--- src/rtl/crsp_pkg.sv ---
`timescale 1ns / 1ps
// ----------------------------------------------------------------------------
// crsp_pkg: shared widths and types for covariance rotation/scale propagation
// Fixed-point widths of the datapath and the quaternion product bundle.
// ----------------------------------------------------------------------------
package crsp_pkg;

  localparam int QW    = 32;   // quaternion part, Q1.30
  localparam int SW    = 32;   // scale, unsigned Q16.16
  localparam int CW    = 48;   // covariance entry, Q16.32
  localparam int PRW   = 64;   // quaternion product, Q.60
  localparam int RW    = 32;   // rotation entry, Q.30 clamped to [-1, 1]
  localparam int NCOV  = 6;    // distinct entries of a symmetric 3x3

  // The nine products of quaternion parts, each exact in Q.60.
  typedef struct packed {
    logic signed [PRW-1:0] xx;
    logic signed [PRW-1:0] yy;
    logic signed [PRW-1:0] zz;
    logic signed [PRW-1:0] xy;
    logic signed [PRW-1:0] xz;
    logic signed [PRW-1:0] yz;
    logic signed [PRW-1:0] wx;
    logic signed [PRW-1:0] wy;
    logic signed [PRW-1:0] wz;
  } quat_prod_t;

endpackage

--- src/rtl/crsp_quat_rot.sv ---
`timescale 1ns / 1ps
// ----------------------------------------------------------------------------
// crsp_quat_rot: quaternion products to rotation matrix
// Forms each entry in Q.60, rounds half up to Q.30 and clamps to [-1, 1].
// ----------------------------------------------------------------------------
module crsp_quat_rot
  import crsp_pkg::*;
(
  input  quat_prod_t            prod_i,
  output logic signed [RW-1:0]  rmat_o [3][3]
);

  localparam logic signed [37:0] OneQ30 = 38'sd1073741824;

  function automatic logic signed [RW-1:0] rot_entry(input logic diag,
                                                      input logic signed [PRW-1:0] p,
                                                      input logic neg_p,
                                                      input logic signed [PRW-1:0] q,
                                                      input logic neg_q);
    logic signed [67:0] a;
    logic signed [67:0] b;
    logic signed [67:0] t;
    logic signed [37:0] rr;
    a = neg_p ? -68'(p) : 68'(p);
    b = neg_q ? -68'(q) : 68'(q);
    t = (a + b) <<< 1;
    if (diag) begin
      t = t + (68'sd1 <<< 60);
    end
    t  = t + (68'sd1 <<< 29);
    rr = t[67:30];
    // clamp a non-unit quaternion's entry to [-1, 1]
    if (rr > OneQ30) begin
      rot_entry = RW'(OneQ30);
    end else if (rr < -OneQ30) begin
      rot_entry = RW'(-OneQ30);
    end else begin
      rot_entry = RW'(rr);
    end
  endfunction

  assign rmat_o[0][0] = rot_entry(1'b1, prod_i.yy, 1'b1, prod_i.zz, 1'b1);
  assign rmat_o[0][1] = rot_entry(1'b0, prod_i.xy, 1'b0, prod_i.wz, 1'b1);
  assign rmat_o[0][2] = rot_entry(1'b0, prod_i.xz, 1'b0, prod_i.wy, 1'b0);
  assign rmat_o[1][0] = rot_entry(1'b0, prod_i.xy, 1'b0, prod_i.wz, 1'b0);
  assign rmat_o[1][1] = rot_entry(1'b1, prod_i.xx, 1'b1, prod_i.zz, 1'b1);
  assign rmat_o[1][2] = rot_entry(1'b0, prod_i.yz, 1'b0, prod_i.wx, 1'b1);
  assign rmat_o[2][0] = rot_entry(1'b0, prod_i.xz, 1'b0, prod_i.wy, 1'b1);
  assign rmat_o[2][1] = rot_entry(1'b0, prod_i.yz, 1'b0, prod_i.wx, 1'b0);
  assign rmat_o[2][2] = rot_entry(1'b1, prod_i.xx, 1'b1, prod_i.yy, 1'b1);

endmodule

--- config.mk ---
export PLATFORM = sky130hd
export DESIGN_NAME = crsp_quat_rot
export DESIGN_NICKNAME = d
export VERILOG_FILES = /design/src/rtl/crsp_pkg.sv /design/src/rtl/crsp_quat_rot.sv
export SDC_FILE = /design/constraint.sdc
export NUM_CORES = 2
export LEC_CHECK = 0
export BUFFER_PORTS_ARGS = -buffer_cell sky130_fd_sc_hd__buf_2
export CORE_MARGIN = 2
export CORE_UTILIZATION = 35
export DETAILED_ROUTE_END_ITERATION = 7
export PLACE_DENSITY = 0.57
export RECOVER_POWER = 50
export SLEW_MARGIN = 30
export SYNTH_ARGS = -nofsm -noshare
export SYNTH_HDL_FRONTEND = slang
export SYNTH_SLANG_ARGS = --single-unit
--- constraint.sdc ---
create_clock -name vclk -period 24.7
set_input_delay 4.94 -clock vclk [all_inputs]
set_output_delay 4.94 -clock vclk [all_outputs]
set_load 0.01 [all_outputs]
==> implementation parameters <==
Parameter                              Value

Placement
  Global placement routability congestion    1.03
  Detailed placement HPWL    215000 µm
  Placed Instances    10200
  Port Buffer Count    864

Clocking
  Number of gates resized after CTS    0
  Buffers inserted by post-CTS timing repair    0
  Count of hold-fix buffers inserted at cts    0

Floorplan
  Number of standard-cell rows in the floorplan    137
  Die Y    379 µm
  Die extent in x    379 µm
  Die footprint    0.144 mm²
  Initial Utilization    35.3%
  Area of the placeable core    0.140 mm²
  Ports placed on the boundary    864

STA
  Setup violations, final    0
  Fmax    0.0505 GHz
  Worst slew margin relative to its limit    13.0%
  Ratio of final minimum period to clock period    80.1%
  Sum of negative setup slack    0 ns
  Setup repair after global routing missed its margin    false
  Final Hold Fails    0
  Slew Limit Fails    0
  Crit path time final    19.80 ns
  Worst-margin pin slew    1.29 ns

Run status
  Run status    completed

Detailed routing
  Number of nets with antenna violations after detailed routing    0
  Remaining design rule violation count    0
  Iter 0 DRT Violations    5425
  Via count    62800
  Number of vias per cell    6.14
  Per-cell routed wire length    24.0 µm
  Total wire length    246000 µm
  Detailed-router iteration count before antenna repair    6

Critical path
  Maximum fanout along the worst path    16
  Delay of the slowest critical-path stage    0.77 ns
  Critical path buffers and inverters    4
  Worst EP required    19.76 ns
  Cell type group with the largest total delay on the critical path    simple AND/OR/NAND/NOR gates
  Data arrival time of the worst path    14.86 ns
  Crit start category    input port
  Worst setup path category    input port to output pin
  Worst-path cell with the longest stage delay    nand4_1
  Kind of end point of the critical path    output pin

Global routing
  Pin count of the biggest net entering global routing    31
  Via count of the first global-routing pass    57900
  Global-route wire length before repair    358000 µm
  Global-route congestion overflow total    0
  Antenna violations before repair    67
  All-Layer GR Usage    32.0%

Cells and area
  Net count, final    9455
  Fraction of final layout cells sized beyond drive strength 1    11.5%
  Post-Layout Cell Count    10200
  Total of fill cells in the finished design    15500
  Area Overhead vs Synth    12.1%
  Sequential cell area in the final layout    0 µm²
  Clk_buf instances    0
  Flip-flop and latch count    0
  Multi-input gate area in the final layout    0.0465 mm²

Yosys
  Synth top area share    14.6%
  Compound-gate portion of the synthesized area    32.4%
  Number of cells produced by synthesis    7691
  Synthesized area    0.0493 mm²
  Commonest cells post-synth    825 x nor2_1, 710 x a21oi_1, 577 x ha_1, 530 x nand2_1, 490 x inv_1
  Post-synthesis cell type with the largest combined area    ha_1
  Biggest area contributors in the synthesized netlist    ha_1 15%, xnor2_1 8.0%, a21oi_1 7.2%, nor2_1 6.3%, nand2_1 4.0%
  Post-synthesis share of cell area spent on xor and xnor gates    12.2%
  Synth Net Count    8844
  Most repeated cell in the gate-level netlist after synthesis    nor2_1
  Number of different library cells in the post-synthesis netlist    103
  Adder-cell share of the synthesized area    14.8%
  Average cell area after synthesis    6.42 µm²
  Mux share of post-synthesis cell area    1.21%
  Largest family of logic cells by synthesized area    simple AND/OR/NAND/NOR gates
  Number of warnings issued by yosys    0
  Fraction of the yosys area taken by sequential cells    0%
  Basic-gate share of the synthesized area counting and, or, nand and nor cells    33.2%

Flow run
  Maximum capacitance violations    0

Worst hold path
  Hold/Removal Path Class    input port to output pin

Pwr
  Leakage Power    23.0 nW
  Worst IR drop on VDD    13.1 µV
  Power density of the placed cells    29.0 mW/mm²
[area by class of cell]
type | count | area share, %
well taps | 1876 | 4.24
inverters | 498 | 3.38
diodes | 55 | 0.249
multi-input cells | 6893 | 84.0
repair buffers | 909 | 8.08
[per-layer routing]
metal,track usage (%),wire length [µm],up-vias
met2,51.8,109000,2679
li1,-,-,30000
met3,5.37,19200,405
met1,41.7,106000,29700
met4,13.6,11500,30
met5,0,195,-
[cells in the final DEF (no fill, tap or decap), types with 253 or more instances in the layout]
cell type	instances
buf_2	734
inv_1	490
xnor2_1	452
nand2_1	530
a21oi_1	709
nor3_1	328
a21o_1	253
ha_1	577
o21ai_0	354
nor2_1	824
[tightest hold or removal path: stages]
cell,delay (ns)
buf_2,0.11
ha_1,0.23
nand2_1,0.10
o22ai_1,0.07
buf_2,0.17
[worst paths after layout]
| check | from | end | slack [ns] | cells past startpoint |
|---|---|---|---|---|
| max | prod_i[384] | rmat_o[139] | 4.90 | 29 |
| min | prod_i[319] | rmat_o[223] | 10.57 | 5 |
[power breakdown]
group          switching [mW]  internal (mW)
registers                   0              0
logic                    1.05          0.556
clock network               0   0.0000000250
[stage by stage]
stage / power (mW) / area, µm² / utilization, % / hold WS [ns] / setup slack (ns)
floorplan: 1.07 / 49300 / - / 10.23 / 7.42
global placement: 1.56 / 55300 / 39.6 / 10.56 / 4.85
detailed placement: 1.56 / 55300 / 39.6 / 10.57 / 4.93
CTS: 1.57 / 55300 / 39.6 / 10.57 / 4.90
global route: 1.74 / 55300 / 39.6 / 10.62 / 4.23
finish: 1.60 / 55300 / 39.6 / 10.57 / 4.90
[kinds of logic after synthesis]
family	count (synthesis)
adder cells (fa/ha/maj)	585
multiplexers	58
AND/OR/NAND/NOR	3170
AO/OA/AOI/OAI	2399
XOR/XNOR	681
buffers and inverters	798
Note: power is estimated with default switching activity, not from simulation.
